`config.mk`:
```
export PLATFORM = sky130hd
export DESIGN_NAME = strict_decimal_text_to_integer_flat
export DESIGN_NICKNAME = d
export VERILOG_FILES = /design/src/design/sdti_pkg.sv /design/src/design/sdti_if.sv /design/src/design/strict_decimal_text_to_integer.sv /design/src/flat_wrapper.sv
export SDC_FILE = /design/constraint.sdc
export NUM_CORES = 1
export LEC_CHECK = 0
export BUFFER_PORTS_ARGS = -buffer_cell sky130_fd_sc_hd__buf_2
export CORE_MARGIN = 1
export CORE_UTILIZATION = 30
export DETAILED_ROUTE_END_ITERATION = 6
export PLACE_DENSITY = 0.47
export SYNTH_ARGS = -nofsm -noshare
export SYNTH_HDL_FRONTEND = slang
export SYNTH_SLANG_ARGS = --single-unit
```
`constraint.sdc`:
```
create_clock -name clk -period 7.7 [get_ports clk]
set_clock_uncertainty 0.05 [all_clocks]
set_input_delay 1.54 -clock clk [delete_from_list [all_inputs] [get_ports clk]]
set_output_delay 1.54 -clock clk [all_outputs]
set_load 0.03 [all_outputs]
```
`src/design/sdti_pkg.sv`:
```
package sdti_pkg;

    localparam int unsigned DATA_W  = 32;
    localparam int unsigned PADDR_W = 3;

    localparam logic [7:0] CH_ZERO  = 8'h30;
    localparam logic [7:0] CH_NINE  = 8'h39;
    localparam logic [7:0] CH_POINT = 8'h2E;
    localparam logic [7:0] CH_SPACE = 8'h20;
    localparam logic [7:0] CH_MINUS = 8'h2D;
    localparam logic [7:0] CH_PLUS  = 8'h2B;
    localparam logic [7:0] CH_NUL   = 8'h00;

    localparam logic [PADDR_W-3:0] REG_DEFAULT_VALUE = '0;

    typedef enum logic [2:0] {
        PH_LEAD  = 3'd0,
        PH_SIGN  = 3'd1,
        PH_INT   = 3'd2,
        PH_FRAC  = 3'd3,
        PH_TRAIL = 3'd4,
        PH_BAD   = 3'd5
    } phase_t;

    typedef struct packed {
        logic [7:0] char_code;
    } in_item_t;

    typedef struct packed {
        logic signed [DATA_W-1:0] value;
        logic                     parsed_ok;
        logic                     overflowed;
    } out_item_t;

endpackage

```
`src/design/sdti_if.sv`:
```
interface sdti_in_if;
    logic               valid;
    logic               ready;
    sdti_pkg::in_item_t data;

    modport source (output valid, output data, input ready);
    modport sink   (input valid, input data, output ready);
endinterface

interface sdti_out_if;
    logic                valid;
    logic                ready;
    sdti_pkg::out_item_t data;

    modport source (output valid, output data, input ready);
    modport sink   (input valid, input data, output ready);
endinterface

```
`src/design/strict_decimal_text_to_integer.sv`:
```
// channel  | dir | payload                              | handshake
// ---------+-----+--------------------------------------+-------------
// text     | in  | char_code[7:0]                       | valid/ready
// result   | out | value[31:0] s, parsed_ok, overflowed | valid/ready
// apb      | in  | default_value at byte address 0      | psel/penable
//
// One byte per cycle: a byte is registered, then updates the parse state in
// the next cycle (a times-ten multiply and a 36-bit add), and a zero byte
// loads the result register. Reset returns the parser to the leading space
// phase and clears default_value. A held result stalls only a following
// zero byte.
module strict_decimal_text_to_integer (
    input  logic                          clk,
    input  logic                          rst_n,
    sdti_in_if.sink                       text,
    sdti_out_if.source                    result,
    input  logic                          psel,
    input  logic                          penable,
    input  logic                          pwrite,
    input  logic [sdti_pkg::PADDR_W-1:0]  paddr,
    input  logic [sdti_pkg::DATA_W-1:0]   pwdata,
    output logic [sdti_pkg::DATA_W-1:0]   prdata,
    output logic                          pready
);

    localparam int unsigned W  = sdti_pkg::DATA_W;
    localparam int unsigned MW = W + 4;

    logic                     stg_valid_reg;
    logic                     stg_valid_next;
    logic [7:0]               stg_char_reg;
    sdti_pkg::phase_t         phase_reg;
    sdti_pkg::phase_t         phase_next;
    logic                     neg_reg;
    logic                     neg_next;
    logic [W-1:0]             acc_reg;
    logic [W-1:0]             acc_next;
    logic                     ovf_reg;
    logic                     ovf_next;
    logic signed [W-1:0]      default_value_reg;
    logic                     out_valid_reg;
    sdti_pkg::out_item_t      out_data_reg;
    sdti_pkg::out_item_t      out_data_next;

    logic                     term;
    logic                     advance;
    logic                     num_char;
    logic [MW-1:0]            acc_mul;
    logic [W-1:0]             mag_neg;
    logic                     ok_end;
    logic                     range_ovf;
    logic                     cfg_write;

    assign pready    = 1'b1;
    assign prdata    = default_value_reg;
    assign cfg_write = psel && penable && pwrite
                       && (paddr[sdti_pkg::PADDR_W-1:2] == sdti_pkg::REG_DEFAULT_VALUE);

    always_ff @(posedge clk or negedge rst_n)
    begin
        if (!rst_n)
        begin
            default_value_reg <= '0;
        end
        else if (cfg_write)
        begin
            default_value_reg <= $signed(pwdata);
        end
    end

    assign term       = (stg_char_reg == sdti_pkg::CH_NUL);
    assign advance    = stg_valid_reg && (!term || !out_valid_reg || result.ready);
    assign text.ready = !stg_valid_reg || advance;
    assign stg_valid_next = text.ready ? text.valid : stg_valid_reg;

    // hold the byte stage
    always_ff @(posedge clk or negedge rst_n)
    begin
        if (!rst_n)
        begin
            stg_valid_reg <= 1'b0;
        end
        else
        begin
            stg_valid_reg <= stg_valid_next;
        end
    end

    always_ff @(posedge clk)
    begin
        if (text.valid && text.ready)
        begin
            stg_char_reg <= text.data.char_code;
        end
    end

    assign num_char = (stg_char_reg >= sdti_pkg::CH_ZERO)
                      && (stg_char_reg <= sdti_pkg::CH_NINE);
    assign acc_mul  = ({4'b0000, acc_reg} << 3) + ({4'b0000, acc_reg} << 1)
                      + {{(MW-4){1'b0}}, stg_char_reg[3:0]};
    assign mag_neg  = '0 - acc_reg;
    assign ok_end   = (phase_reg == sdti_pkg::PH_INT) || (phase_reg == sdti_pkg::PH_FRAC)
                      || (phase_reg == sdti_pkg::PH_TRAIL);
    assign range_ovf = neg_reg ? (acc_reg > {1'b1, {(W-1){1'b0}}}) : acc_reg[W-1];

    always_ff @(posedge clk or negedge rst_n)
    begin
        if (!rst_n)
        begin
            phase_reg <= sdti_pkg::PH_LEAD;
            neg_reg   <= 1'b0;
            acc_reg   <= '0;
            ovf_reg   <= 1'b0;
        end
        else
        begin
            phase_reg <= phase_next;
            neg_reg   <= neg_next;
            acc_reg   <= acc_next;
            ovf_reg   <= ovf_next;
        end
    end

    always_comb
    begin
        phase_next = phase_reg;
        neg_next   = neg_reg;
        acc_next   = acc_reg;
        ovf_next   = ovf_reg;
        if (advance)
        begin
            if (term)
            begin
                phase_next = sdti_pkg::PH_LEAD;
                neg_next   = 1'b0;
                acc_next   = '0;
                ovf_next   = 1'b0;
            end
            else
            begin
                unique case (phase_reg)
                    sdti_pkg::PH_LEAD:
                    begin
                        if (stg_char_reg == sdti_pkg::CH_SPACE)
                        begin
                            phase_next = sdti_pkg::PH_LEAD;
                        end
                        else if (stg_char_reg == sdti_pkg::CH_MINUS)
                        begin
                            neg_next   = 1'b1;
                            phase_next = sdti_pkg::PH_SIGN;
                        end
                        else if (stg_char_reg == sdti_pkg::CH_PLUS)
                        begin
                            phase_next = sdti_pkg::PH_SIGN;
                        end
                        else if (num_char)
                        begin
                            acc_next   = acc_mul[W-1:0];
                            ovf_next   = ovf_reg || (acc_mul[MW-1:W] != '0);
                            phase_next = sdti_pkg::PH_INT;
                        end
                        else
                        begin
                            phase_next = sdti_pkg::PH_BAD;
                        end
                    end
                    sdti_pkg::PH_SIGN:
                    begin
                        if (num_char)
                        begin
                            acc_next   = acc_mul[W-1:0];
                            ovf_next   = ovf_reg || (acc_mul[MW-1:W] != '0);
                            phase_next = sdti_pkg::PH_INT;
                        end
                        else
                        begin
                            phase_next = sdti_pkg::PH_BAD;
                        end
                    end
                    sdti_pkg::PH_INT:
                    begin
                        if (num_char)
                        begin
                            acc_next = acc_mul[W-1:0];
                            ovf_next = ovf_reg || (acc_mul[MW-1:W] != '0);
                        end
                        else if (stg_char_reg == sdti_pkg::CH_POINT)
                        begin
                            phase_next = sdti_pkg::PH_FRAC;
                        end
                        else if (stg_char_reg == sdti_pkg::CH_SPACE)
                        begin
                            phase_next = sdti_pkg::PH_TRAIL;
                        end
                        else
                        begin
                            phase_next = sdti_pkg::PH_BAD;
                        end
                    end
                    sdti_pkg::PH_FRAC:
                    begin
                        if (stg_char_reg == sdti_pkg::CH_SPACE)
                        begin
                            phase_next = sdti_pkg::PH_TRAIL;
                        end
                        else if (!num_char)
                        begin
                            phase_next = sdti_pkg::PH_BAD;
                        end
                    end
                    sdti_pkg::PH_TRAIL:
                    begin
                        if (stg_char_reg != sdti_pkg::CH_SPACE)
                        begin
                            phase_next = sdti_pkg::PH_BAD;
                        end
                    end
                    default:
                    begin
                        phase_next = sdti_pkg::PH_BAD;
                    end
                endcase
            end
        end
    end

    always_comb
    begin
        if (ok_end)
        begin
            out_data_next.value      = $signed(neg_reg ? mag_neg : acc_reg);
            out_data_next.parsed_ok  = 1'b1;
            out_data_next.overflowed = ovf_reg || range_ovf;
        end
        else
        begin
            out_data_next.value      = default_value_reg;
            out_data_next.parsed_ok  = 1'b0;
            out_data_next.overflowed = 1'b0;
        end
    end

    // load the result on a terminating byte, drop it once taken
    always_ff @(posedge clk or negedge rst_n)
    begin
        if (!rst_n)
        begin
            out_valid_reg <= 1'b0;
        end
        else if (advance && term)
        begin
            out_valid_reg <= 1'b1;
        end
        else if (result.ready)
        begin
            out_valid_reg <= 1'b0;
        end
    end

    always_ff @(posedge clk)
    begin
        if (advance && term)
        begin
            out_data_reg <= out_data_next;
        end
    end

    assign result.valid = out_valid_reg;
    assign result.data  = out_data_reg;

    a_fail_no_ovf: assert property (@(posedge clk) disable iff (!rst_n)
        result.valid && !result.data.parsed_ok |-> !result.data.overflowed)
        else $error("default result carries overflow");

    a_term_clears: assert property (@(posedge clk) disable iff (!rst_n)
        advance && term |=> (phase_reg == sdti_pkg::PH_LEAD) && (acc_reg == '0)
                            && !neg_reg && !ovf_reg)
        else $error("parse state not cleared after terminator");

    a_term_result: assert property (@(posedge clk) disable iff (!rst_n)
        advance && term |=> result.valid)
        else $error("terminator gave no result");

    a_stall_cause: assert property (@(posedge clk) disable iff (!rst_n)
        !text.ready |-> stg_valid_reg && term && out_valid_reg && !result.ready)
        else $error("input stalled without a held result");

endmodule

```
`src/flat_wrapper.sv`:
```
// flat-port wrapper written by rule: the top's interface ports become plain ports
module strict_decimal_text_to_integer_flat 
  (clk, rst_n, psel, penable, pwrite, paddr, pwdata, prdata, pready, text_valid, text_data, text_ready, result_valid, result_data, result_ready);
  sdti_in_if text_i ();
  sdti_out_if result_i ();
  input  logic clk;
  input  logic rst_n;
  input  logic psel;
  input  logic penable;
  input  logic pwrite;
  input  logic [sdti_pkg::PADDR_W-1:0] paddr;
  input  logic [sdti_pkg::DATA_W-1:0] pwdata;
  output logic [sdti_pkg::DATA_W-1:0] prdata;
  output logic pready;
  input wire logic [$bits(text_i.valid)-1:0] text_valid;
  input wire logic [$bits(text_i.data)-1:0] text_data;
  output wire logic [$bits(text_i.ready)-1:0] text_ready;
  output wire logic [$bits(result_i.valid)-1:0] result_valid;
  output wire logic [$bits(result_i.data)-1:0] result_data;
  input wire logic [$bits(result_i.ready)-1:0] result_ready;
  assign text_i.valid = text_valid;
  assign text_i.data = text_data;
  assign text_ready = text_i.ready;
  assign result_valid = result_i.valid;
  assign result_data = result_i.data;
  assign result_i.ready = result_ready;
  strict_decimal_text_to_integer u_core (.clk(clk), .rst_n(rst_n), .text(text_i), .result(result_i), .psel(psel), .penable(penable), .pwrite(pwrite), .paddr(paddr), .pwdata(pwdata), .prdata(prdata), .pready(pready));
endmodule
```
# After elaboration in Yosys (flattened, before gate mapping)
# Index checks and enable logic that the tools add are counted.
[totals]
ff_bits = 113
latchBits = 0
ram_bits = 0
rom_bits = 0
elab_cells = 95
n_memories = 0
[op_classes]
addsub = 3
n_mul = 0
div_mod_pow = 0
order_cmp = 3
eq_ne = 16
shift = 0
n_mux = 33
bitwise_logic = 1
reduce_logical = 28
[op_table]
columns = ["operator", "count"]
rows = [
  ["$mux 32", 6],
  ["$pmux 32 s2", 1],
  ["$add 35x33->36", 1],
  ["$add 36x4->36", 1],
  ["$mux 34", 1],
  ["$eq 8x6->1 const B", 4],
  ["$gt 32x32->1 const B", 1],
  ["$sub 1x32->32 const A", 1],
  ["$mux 3", 10],
  ["$ne 3x2->1 const B", 5],
  ["$pmux 3 s5", 1],
  ["$mux 1", 13],
  ["$ge 8x6->1 const B", 1],
  ["$le 8x6->1 const B", 1],
  ["$logic_not 8->1", 1],
  ["$ne 8x6->1 const B", 1],
  ["$reduce_and 4->1", 2],
  ["$logic_and 1x1->1", 7],
  ["$logic_or 1x1->1", 7],
  ["$eq 3x2->1 const B", 2],
  ["$reduce_bool 2->1", 3],
  ["$reduce_and 5->1", 1],
  ["$ne 4x3->1 const B", 1],
  ["$reduce_bool 4->1", 1],
  ["other kinds (9)", 11],
]

# Longest topological paths before layout
# Gate-level depths: netlist of the first run.
[depth]
word_depth = 10
depth_mapped = 13

# Worst setup path before layout of the first run
# No wires, ideal clock.
[synth_timing]
path_kind = "register -> output"
startpoint = "reg u_core.stg_char_reg[2]"
endpoint = "out text_ready"
t_arrival_ns = 2.027
required_ns = 6.110
slack_ns = 4.083
path_stages_with_launch = 4
n_path_buf = 0
path_cell_list = "edfxtp_1 or4_1 nor3_1 nand4b_1"
[synth_between]
elab_chain_cells = 6
[synth_lines]
columns = ["item", "line", "source"]
rows = [
  ["start, declared", "strict_decimal_text_to_integer.sv:31", "logic [7:0] stg_char_reg;"],
  ["start signal, assigned", "strict_decimal_text_to_integer.sv:93", "stg_char_reg <= text.data.char_code;"],
  ["$logic_not 8->1", "strict_decimal_text_to_integer.sv:71", "assign term = (stg_char_reg == sdti_pkg::CH_NUL);"],
  ["$logic_not 1->1", "strict_decimal_text_to_integer.sv:72", "assign advance = stg_valid_reg && (!term || !out_valid_reg || result.ready);"],
  ["$logic_or 1x1->1 (2 in series)", "strict_decimal_text_to_integer.sv:72", ""],
  ["$logic_and 1x1->1", "strict_decimal_text_to_integer.sv:72", ""],
  ["$logic_or 1x1->1", "strict_decimal_text_to_integer.sv:73", "assign text.ready = !stg_valid_reg || advance;"],
  ["end, declared", "flat_wrapper.sv:17", "output wire logic [$bits(text_i.ready)-1:0] text_ready;"],
]
# Every way passes these cells.

# Worst setup path in the final report of the first run
# Ends and elaborated chain as after synthesis.

==> flow_metrics.py, run 1 <==
metrics = {
    "layout": {
        "final_cell_mix": "buf_2, o21ai_0, nand2_1, dfrtp_1, ha_1",
        "area_growth_syn_to_layout_pct": 20.8,
        "layout_commonest_cell": "buf_2",
        "diodes": 0,
        "nets": 953,
        "drive_above_1_share_pct": 23.2,
        "stdcell_count": 1169,
        "largest_reg_flops": 34,
    },
    "global_route": {
        "gr-total-overflow": 0,
        "grt_pass1_wl_mm": 28.7,
        "antenna_found_initial": 0,
        "grt_pass1_vias": 5459,
        "grt_start_max_net_pins": 72,
        "grtUsageTotal_pct": 15.0,
    },
    "power": {
        "irDropWorstVdd_mv": 0.146,
        "p_int_uw": 1260,
        "clkPwrFrac_pct": 41.6,
        "switching_power_uw": 546,
        "p_per_area_nw_per_um2": 208,
        "swShare_pct": 30.2,
        "pwr-share-comb_pct": 18.2,
        "seqPwrFrac_pct": 40.1,
        "p_leak_uw": 0.00414,
    },
    "sta": {
        "drv_slew": 0,
        "fin_crit_ps": 4260,
        "setup_viol": 0,
        "rsz0062_at_grt": "false",
        "tightest_slew_ps": 1110,
        "hold_viol": 0,
        "setup_ws_ps": 3440,
        "max_slew_margin_pct": 25.9,
        "fmax_mhz": 235,
        "fin_setup_tns_ps": 0,
        "period_share_pct": 55.3,
    },
    "yosys": {
        "synth.net_count": 842,
        "yosysTopAreaCellShare_pct": 24.7,
        "yosysWarnings": 0,
        "synth.yosys.seq_area_share_pct": 42.2,
        "synthesis.area_um2": 7200,
        "synth-async-reset-ratio_pct": 62.8,
        "synth_flop_cell": "dfrtp_1",
        "yosysTopAreaCell": "dfrtp_1",
        "postSynthAreaPerCell_um2": 9.92,
        "postSynthCellCount": 726,
        "synth-seq-cells": 113,
        "ys_types": 60,
        "synth_edf_count": 42,
        "synth_area_leaders": "dfrtp_1, edfxtp_1, ha_1, o21ai_0, mux2_2",
    },
    "cts": {
        "clk_latency_ps": 410,
        "path_clk_slew_ps": 60,
        "cts.repair.resized": 0,
        "cts_hold_buffers": 0,
        "numCtsBuffers": 17,
        "tritoncts": "built",
        "cts_sinks": 113,
        "cts_htree_levels": 4,
        "clockRootBuffer": "clkbuf_16",
        "cts_buffer_depth": 2,
        "postCtsSetupRepairBufs": 0,
    },
    "critical_path": {
        "worstSetupPathType": "reg2out",
        "startpoint": "u_core.stg_char_reg[2]",
        "regToRegStartpoint": "u_core.acc_reg[2]",
        "critical_path_arrival_ps": 2670,
        "startpoint_type": "flop",
        "worst_ep_required_time_ps": 6110,
        "end_kind": "primary output",
        "cp_max_fo": 6,
    },
    "routing": {
        "wl_met1_mm": 9.60,
        "met2_length_mm": 7.69,
        "vias": 5747,
        "drc": 0,
        "top_layer": "met4",
        "final_antenna_net_count": 0,
        "totalWireLength_mm": 18.2,
        "firstDrtPassIters": 4,
        "avgViaCountPerCell": 4.92,
        "drt_first_iter_violations": 316,
        "route.met3.wl_um": 718,
        "wl_per_cell_um": 15.5,
    },
    "placement": {
        "placed_cells": 1137,
        "hpwl_mm": 13.5,
        "gp_congestion": 0.789,
        "place_ws_ps": 3730,
        "portBuffers": 115,
    },
    "floorplan": {
        "design.core.area_um2": 23500,
        "pin_count": 119,
        "die_h_um": 157,
        "row_count": 56,
        "die_w_um": 157,
        "initial_utilization_pct": 30.6,
        "die_area_um2": 24600,
    },
    "outcome": {
        "status": "finished clean",
    },
    "worst_hold_path": {
        "hold_path_class": "reg2reg",
        "hp-start": "u_core.prdata[0]",
    },
    "job": {
        "max_cap_violations": 0,
    },
}
==> worst max-delay path, cell delays in order, from the launching register on <==
cell and delay [ps]:
edfxtp_1 510, or4_1 600, nor3_1 670, nand4b_1 240, buf_2 240
==> final cells by class <==
cell class | count | area [um2]
fill | 2397 | 14800
multi-input combinational | 563 | 3990
sequential | 113 | 3040
timing repair buffer | 122 | 631
clock buffer | 18 | 439
tap | 319 | 399
clock inverter | 14 | 131
inverter | 20 | 75.1
==> cells by family after synthesis <==
kind of cell	after synthesis	synth area share, %
other	1	0.0521
flip-flops	113	42.2
adder cells (fa/ha/maj)	66	11.7
XOR/XNOR	56	6.81
AND/OR/NAND/NOR	198	13.5
buffers and inverters	50	2.66
multiplexers	35	5.42
AO/OA/AOI/OAI	207	17.8
==> stage by stage <==
| stage | area (um2) | total power, uW | hold slack [ps] | utilization [%] |
|---|---|---|---|---|
| finish | 8700 | 1810 | 481 | 37.0 |
| global route | 8700 | 1900 | 503 | 37.0 |
| CTS | 8700 | 1840 | 482 | 37.0 |
| global placement | 8130 | 1070 | 465 | 34.5 |
| floorplan | 7200 | 961 | 471 | - |
| detailed placement | 8130 | 1070 | 469 | 34.5 |
==> power groups by stage <==
stage                     combinational [uW]  clock, uW  sequential [uW]
final                                    329        752              725
after CTS                                334        779              726
after global placement                   331          0              737
after detailed placement                 333          0              738
after floorplan                          160          0              802
after global routing                     365        800              733
==> per-layer routing <==
metal / global-route usage [%] / vias up
met5: 0 / -
met4: 3.59 / 0
met3: 2.95 / 10
met2: 22.5 / 116
met1: 21.8 / 2708
li1: - / 2913
==> Yosys cell counts, types with 20 or more instances <==
library cell  instances
mux2_2               32
o21ai_0              87
nor2_1               39
nand3_1              25
dfrtp_1              71
clkbuf_1             29
ha_1                 64
nand2_1              76
inv_1                20
a21oi_1              33
xor2_1               38
edfxtp_1             42
==> path summary, 6_finish.rpt <==
path | slack (ps) | depth (start not counted) | endpoint
setup reg to reg | 3710 | 13 | u_core.ovf_reg
hold reg to reg | 480 | 1 | u_core.prdata[0]
max in group asynchronous | 5730 | 1 | u_core.prdata[11]
setup / recovery | 3440 | 4 | text_ready
hold / removal | 480 | 1 | u_core.prdata[0]
min in group asynchronous | 1240 | 1 | u_core.acc_reg[30]
Power figures use the tool's default switching activity.
==> run 2, diff against run 1 <==
--- a/config.mk
+++ b/config.mk
@@ -5,11 +5,12 @@
 export SDC_FILE = /design/constraint.sdc
 export NUM_CORES = 1
 export LEC_CHECK = 0
+export ABC_AREA = 1
 export BUFFER_PORTS_ARGS = -buffer_cell sky130_fd_sc_hd__buf_2
 export CORE_MARGIN = 1
 export CORE_UTILIZATION = 30
 export DETAILED_ROUTE_END_ITERATION = 6
-export PLACE_DENSITY = 0.47
+export PLACE_DENSITY = 0.48
 export SYNTH_ARGS = -nofsm -noshare
 export SYNTH_HDL_FRONTEND = slang
 export SYNTH_SLANG_ARGS = --single-unit
==> constraint.sdc (replaced) <==
create_clock -name clk -period 3.8 [get_ports clk]
set_clock_uncertainty 0.05 [all_clocks]
set_input_delay 0.76 -clock clk [delete_from_list [all_inputs] [get_ports clk]]
set_output_delay 0.76 -clock clk [all_outputs]
set_load 0.03 [all_outputs]
==> run 2 against run 1 <==
Clock-buffer cell count did not move. Clock power rose by 140%. Worst setup slack got worse by 2700 ps. Sequential share of layout area is 3.2 points lower. Die area rose by 11%. Non-clock buffer count unchanged. Utilization decreased by 0.16 points.
==> flow_metrics.py, run 2 <==
metrics = {
    "global_route": {
        "gr-total-overflow": 0,
        "grtUsageTotal_pct": 16.9,
        "grt_pass1_vias": 6865,
        "grt_pass1_wl_mm": 35.4,
        "antenna_found_initial": 0,
        "grt_start_max_net_pins": 72,
    },
    "sta": {
        "period_share_pct": 80.0,
        "tightest_slew_ps": 986,
        "setup_ws_ps": 758,
        "fin_crit_ps": 3040,
        "fin_setup_tns_ps": 0,
        "whs_ps": 451,
        "max_slew_margin_pct": 34.3,
        "hold_viol": 0,
        "rsz0062_at_grt": "false",
        "fmax_mhz": 329,
        "setup_viol": 0,
        "drv_slew": 0,
    },
    "routing": {
        "vias": 7090,
        "firstDrtPassIters": 5,
        "wl_per_cell_um": 14.8,
        "drc": 0,
        "drt_first_iter_violations": 433,
        "avgViaCountPerCell": 4.73,
        "totalWireLength_mm": 22.2,
        "final_antenna_net_count": 0,
    },
    "layout": {
        "drive_above_1_share_pct": 19.4,
        "area_growth_syn_to_layout_pct": 20.1,
        "multi_input_area_um2": 4360,
        "nets": 1267,
        "stdcell_area_um2": 9590,
        "layout_commonest_cell": "nand2_1",
        "diodes": 0,
        "largest_reg_flops": 34,
        "seq_area_um2": 3040,
        "num-fill-cells": 2761,
        "final_cell_mix": "nand2_1, inv_1, buf_2, nor2_1, dfrtp_1",
    },
    "floorplan": {
        "design.core.area_um2": 26100,
        "die_h_um": 165,
        "die_area_um2": 27300,
        "row_count": 59,
        "die_w_um": 165,
        "pin_count": 119,
        "initial_utilization_pct": 30.6,
    },
    "placement": {
        "postPlaceCellArea_um2": 8930,
        "portBuffers": 115,
        "gp_congestion": 0.894,
        "place_ws_ps": 765,
        "hpwl_mm": 17.1,
    },
    "cts": {
        "numCtsBuffers": 17,
        "tritoncts": "built",
        "cts_hold_buffers": 0,
        "postCtsSetupRepairBufs": 0,
        "clk_latency_ps": 420,
        "path_clk_slew_ps": 60,
        "cts_sinks": 113,
        "cts_buffer_depth": 2,
        "clockRootBuffer": "clkbuf_16",
        "cts_htree_levels": 4,
        "cts.repair.resized": 0,
    },
    "critical_path": {
        "rr_endpoint": "u_core.acc_reg[26]",
        "rrSetupSlack_ps": 760,
        "end_kind": "flop",
        "startpoint_type": "flop",
        "worstSetupPathType": "reg2reg",
        "worst_ep_required_time_ps": 4050,
        "cp_max_fo": 4,
        "critical_path_arrival_ps": 3290,
        "worst-r2r-cell-count": 14,
        "regToRegStartpoint": "u_core.acc_reg[0]",
    },
    "yosys": {
        "synth_edf_count": 42,
        "yosysWarnings": 0,
        "synth-seq-cells": 113,
        "postSynthCellCount": 1029,
        "yosysTopAreaCell": "dfrtp_1",
        "synth_flop_cell": "dfrtp_1",
        "synthesis.area_um2": 7980,
        "yosysMostFrequentCell": "nand2_1",
        "synth.net_count": 1145,
        "synth_area_leaders": "dfrtp_1, edfxtp_1, nand2_1, ha_1, inv_1",
        "postSynthAreaPerCell_um2": 7.76,
        "synth.yosys.seq_area_share_pct": 38.1,
        "synth-async-reset-ratio_pct": 62.8,
        "ys_types": 48,
        "synth_common_cells": "nand2_1, inv_1, nor2_1, dfrtp_1, ha_1",
        "yosysTopAreaCellShare_pct": 22.3,
    },
    "worst_hold_path": {
        "hold_path_class": "in2async",
    },
    "job": {
        "max_cap_violations": 0,
    },
    "power": {
        "pwr-share-comb_pct": 57.1,
        "p_per_area_nw_per_um2": 911,
        "seqPwrFrac_pct": 22.2,
        "swShare_pct": 48.7,
        "p_leak_uw": 0.00480,
        "irDropWorstVdd_mv": 0.274,
        "clkPwrFrac_pct": 20.8,
        "switching_power_uw": 4250,
        "power_uw": 8730,
        "p_int_uw": 4480,
    },
    "outcome": {
        "status": "finished clean",
    },
}
## run 2: cells by family (layout without fill, tap and decap cells)
family	count (synthesis)	count (layout)	synth area share [%]
fa+ha+maj	66	66	10.5
compound gates	149	149	11.4
other cells	1	1	0.0470
buf+inv	149	284	7.49
simple gates	504	504	26.3
mux	32	32	4.51
xor+xnor	15	15	1.65
flops	113	113	38.1
## run 2: worst max-delay path: stages (launching register included)
cell     delay, ps
dfrtp_1        390
inv_1          140
fa_1           540
fa_1           470
inv_1           80
nand2_1         60
nand2_1         90
nand3_1         80
nand2_1        150
nand2_1         70
nand2_1        200
a31oi_1        170
or2_2          300
nand3_1         80
o21ai_2         60
## run 2: per-layer routing
layer  vias to the layer above  part of all wire [%]  GRT usage [%]
met5                         -                     0              0
met4                         0                  0.49           3.25
met3                        12                   2.7           2.75
met2                       119                    51           30.4
met1                      3322                    45           21.0
li1                       3637                     -              -
## run 2: through the flow
| stage | std cells | utilization [%] |
|---|---|---|
| floorplan | 1029 | - |
| global placement | 1467 | 34.3 |
| detailed placement | 1467 | 34.3 |
| CTS | 1499 | 36.8 |
| global route | 1499 | 36.8 |
| finish | 1499 | 36.8 |
## run 2: worst max-delay path by stage
| stage | start | endpoint | slack [ps] | cells after the start |
|---|---|---|---|---|
| after floorplan | u_core.acc_reg[0] | u_core.acc_reg[26] | 1200 | 14 |
| after global placement | u_core.acc_reg[0] | u_core.acc_reg[26] | 770 | 14 |
| after detailed placement | u_core.acc_reg[0] | u_core.acc_reg[26] | 760 | 14 |
| after CTS | u_core.acc_reg[0] | u_core.acc_reg[26] | 750 | 14 |
| after global routing | u_core.acc_reg[0] | u_core.acc_reg[30] | 570 | 16 |
| final | u_core.acc_reg[0] | u_core.acc_reg[26] | 760 | 14 |
## run 2: power groups by stage
| stage | registers (uW) | logic, uW | clock network [uW] |
|---|---|---|---|
| 2_1_floorplan | 1960 | 3670 | 0 |
| 3_3_place_gp | 1960 | 4980 | 0 |
| 3_5_place_dp | 1960 | 5000 | 0 |
| 4_1_cts | 1940 | 5020 | 1860 |
| 5_1_grt | 1970 | 5740 | 1920 |
| 6_report | 1940 | 4990 | 1810 |
## run 2: area by class of cell
cell class	instances	area share (%)
inverter	130	5.09
sequential	113	31.7
timing repair buffer	122	6.58
clock buffer	18	4.48
tap	335	4.37
clock inverter	14	2.36
multi-input combinational	767	45.4
==> run 3, diff against run 2 <==
--- a/config.mk
+++ b/config.mk
@@ -5,12 +5,12 @@
 export SDC_FILE = /design/constraint.sdc
 export NUM_CORES = 1
 export LEC_CHECK = 0
-export ABC_AREA = 1
+export ABC_AREA = 0
 export BUFFER_PORTS_ARGS = -buffer_cell sky130_fd_sc_hd__buf_2
 export CORE_MARGIN = 1
 export CORE_UTILIZATION = 30
 export DETAILED_ROUTE_END_ITERATION = 6
-export PLACE_DENSITY = 0.48
+export PLACE_DENSITY = 0.47
 export SYNTH_ARGS = -nofsm -noshare
 export SYNTH_HDL_FRONTEND = slang
 export SYNTH_SLANG_ARGS = --single-unit
==> constraint.sdc (replaced) <==
create_clock -name clk -period 3 [get_ports clk]
set_clock_uncertainty 0.05 [all_clocks]
set_input_delay 0.6 -clock clk [delete_from_list [all_inputs] [get_ports clk]]
set_output_delay 0.6 -clock clk [all_outputs]
set_load 0.03 [all_outputs]
==> run 3 against run 2 <==
The run now ends with setup timing left. Register-to-register slack got worse by 1000 ps. Via count decreased by 13%. Die area decreased by 9.7%. Clock power increased by 24%. Final cell count decreased by 14%. Critical path type unchanged. Critical endpoint is now u_core.ovf_reg. Largest cell class unchanged. Highest routed layer unchanged.
==> flow_metrics.py, run 3 (same netlist as run 1, synthesis figures left out) <==
metrics = {
    "global_route": {
        "antenna_found_initial": 0,
        "gr-total-overflow": 0,
        "grt_start_max_net_pins": 67,
        "grt_pass1_vias": 5929,
        "grtUsageTotal_pct": 16.1,
        "grt_pass1_wl_mm": 31.2,
    },
    "placement": {
        "gp_congestion": 0.787,
        "postPlaceCellArea_um2": 8960,
        "portBuffers": 115,
        "hpwl_mm": 14.7,
        "place_ws_ps": -285,
    },
    "job": {
        "max_cap_violations": 0,
    },
    "routing": {
        "totalWireLength_mm": 19.2,
        "firstDrtPassIters": 6,
        "wl_per_cell_um": 15.0,
        "drc": 0,
        "drt_first_iter_violations": 264,
        "final_antenna_net_count": 0,
        "avgViaCountPerCell": 4.80,
        "vias": 6169,
    },
    "critical_path": {
        "end_kind": "flop",
        "rr_endpoint": "u_core.ovf_reg",
        "worst-r2r-cell-count": 14,
        "worst_ep_required_time_ps": 3240,
        "startpoint_type": "flop",
        "rrSetupSlack_ps": -240,
        "worstSetupPathType": "reg2reg",
        "critical_path_arrival_ps": 3480,
        "regToRegStartpoint": "u_core.acc_reg[2]",
        "cp_max_fo": 4,
    },
    "floorplan": {
        "pin_count": 119,
        "die_area_um2": 24600,
        "initial_utilization_pct": 30.6,
        "row_count": 56,
        "design.core.area_um2": 23500,
        "die_h_um": 157,
        "die_w_um": 157,
    },
    "worst_hold_path": {
        "hold_path_class": "in2async",
    },
    "cts": {
        "tritoncts": "built",
        "numCtsBuffers": 17,
        "clockRootBuffer": "clkbuf_16",
        "cts_buffer_depth": 2,
        "cts_htree_levels": 4,
        "path_clk_slew_ps": 60,
        "cts_hold_buffers": 0,
        "cts_sinks": 113,
        "clk_latency_ps": 410,
    },
    "layout": {
        "multi_input_area_um2": 4360,
        "diodes": 0,
        "drive_above_1_share_pct": 38.4,
        "final_cell_mix": "buf_2, buf_4, nand2_1, dfrtp_1, o21ai_0",
        "num-fill-cells": 2327,
        "nets": 1069,
        "stdcell_area_um2": 10100,
        "largest_reg_flops": 34,
        "area_growth_syn_to_layout_pct": 40.3,
        "seq_area_um2": 3040,
        "layout_commonest_cell": "buf_2",
    },
    "outcome": {
        "status": "finished, violations left",
        "violations": "setup timing",
    },
    "power": {
        "switching_power_uw": 1400,
        "seqPwrFrac_pct": 36.1,
        "p_leak_uw": 0.00489,
        "p_int_uw": 3730,
        "p_per_area_nw_per_um2": 508,
        "clkPwrFrac_pct": 43.7,
        "irDropWorstVdd_mv": 0.345,
        "swShare_pct": 27.3,
        "pwr-share-comb_pct": 20.2,
    },
    "sta": {
        "max_slew_margin_pct": 58.4,
        "fmax_mhz": 308,
        "setup_ws_ps": -242,
        "setup_viol": 16,
        "rsz0062_at_grt": "true",
        "period_share_pct": 108,
        "tightest_slew_ps": 625,
        "whs_ps": 129,
        "hold_viol": 0,
        "drv_slew": 0,
        "fin_setup_tns_ps": -1500,
        "fin_crit_ps": 3240,
    },
}
[run 3: cell count changes in the layout (fill, tap and decap cells not counted), sizes merged, moves of 25 or more]
cell / previous run / this run
xor2: 11 / 38
buf: 122 / 238
nor2: 110 / 39
inv: 133 / 19
nand3: 51 / 26
nand2: 302 / 76
[run 3: per-layer routing]
| layer | global-route usage [%] | vias to the layer above | share of wire (%) |
|---|---|---|---|
| li1 | - | 3138 | - |
| met1 | 24.2 | 2914 | 54 |
| met2 | 23.2 | 105 | 42 |
| met3 | 2.59 | 12 | 2.9 |
| met4 | 4.76 | 0 | 0.98 |
| met5 | 0 | - | 0 |
[run 3: how the worst max path moves through the flow]
stage	from	end	slack, ps	depth (start not counted)
2_1_floorplan	u_core.acc_reg[18]	u_core.ovf_reg	-20	12
3_3_place_gp	u_core.acc_reg[0]	u_core.ovf_reg	-270	12
3_5_place_dp	u_core.acc_reg[0]	u_core.ovf_reg	-280	13
4_1_cts	u_core.acc_reg[2]	u_core.ovf_reg	-200	14
5_1_grt	u_core.acc_reg[2]	u_core.ovf_reg	-370	14
6_report	u_core.acc_reg[2]	u_core.ovf_reg	-240	14
[run 3: power by group through the flow]
stage          combinational (uW)  clock [uW]  sequential (uW)
2_1_floorplan                 410           0             2060
5_1_grt                      1140        2370             1870
6_report                     1040        2240             1850
3_5_place_dp                  950           0             1880
3_3_place_gp                  940           0             1880
4_1_cts                      1010        2290             1850
[run 3: stage by stage]
| stage | std cells | util [%] | total power [uW] |
|---|---|---|---|
| 2_1_floorplan | 726 | - | 2470 |
| 3_3_place_gp | 1236 | 38.1 | 2820 |
| 3_5_place_dp | 1236 | 38.1 | 2830 |
| 4_1_cts | 1281 | 42.1 | 5160 |
| 5_1_grt | 1285 | 42.9 | 5380 |
| 6_report | 1285 | 42.9 | 5130 |
[run 3: what timing repair did]
item / 4_1_cts / 5_1_grt
gates resized for setup: 55 / 42
pin swaps: 28 / 22
endpoints found under the setup margin: 22 / 37
buffers inserted: 13 / 6
[run 3: critical path: stages, from the launching register on]
cell and delay, ps:
dfrtp_2 360, inv_2 50, fa_1 410, inv_1 60
ha_1 230, nor2b_1 150, o31a_1 300, o21a_1 210
a211o_1 340, a22oi_2 140, buf_6 150, o21ai_4 70
a311oi_2 270, mux2i_1 230, a31oi_1 100
[run 3: cell type report]
| type | instances | share of cell area (%) |
|---|---|---|
| multi-input cells | 563 | 43.1 |
| clock buffers | 22 | 4.69 |
| clock inverters | 10 | 1.79 |
| flip-flops and latches | 113 | 30.1 |
| repair buffers | 238 | 15.6 |
| well taps | 319 | 3.95 |
| inverters | 20 | 0.780 |
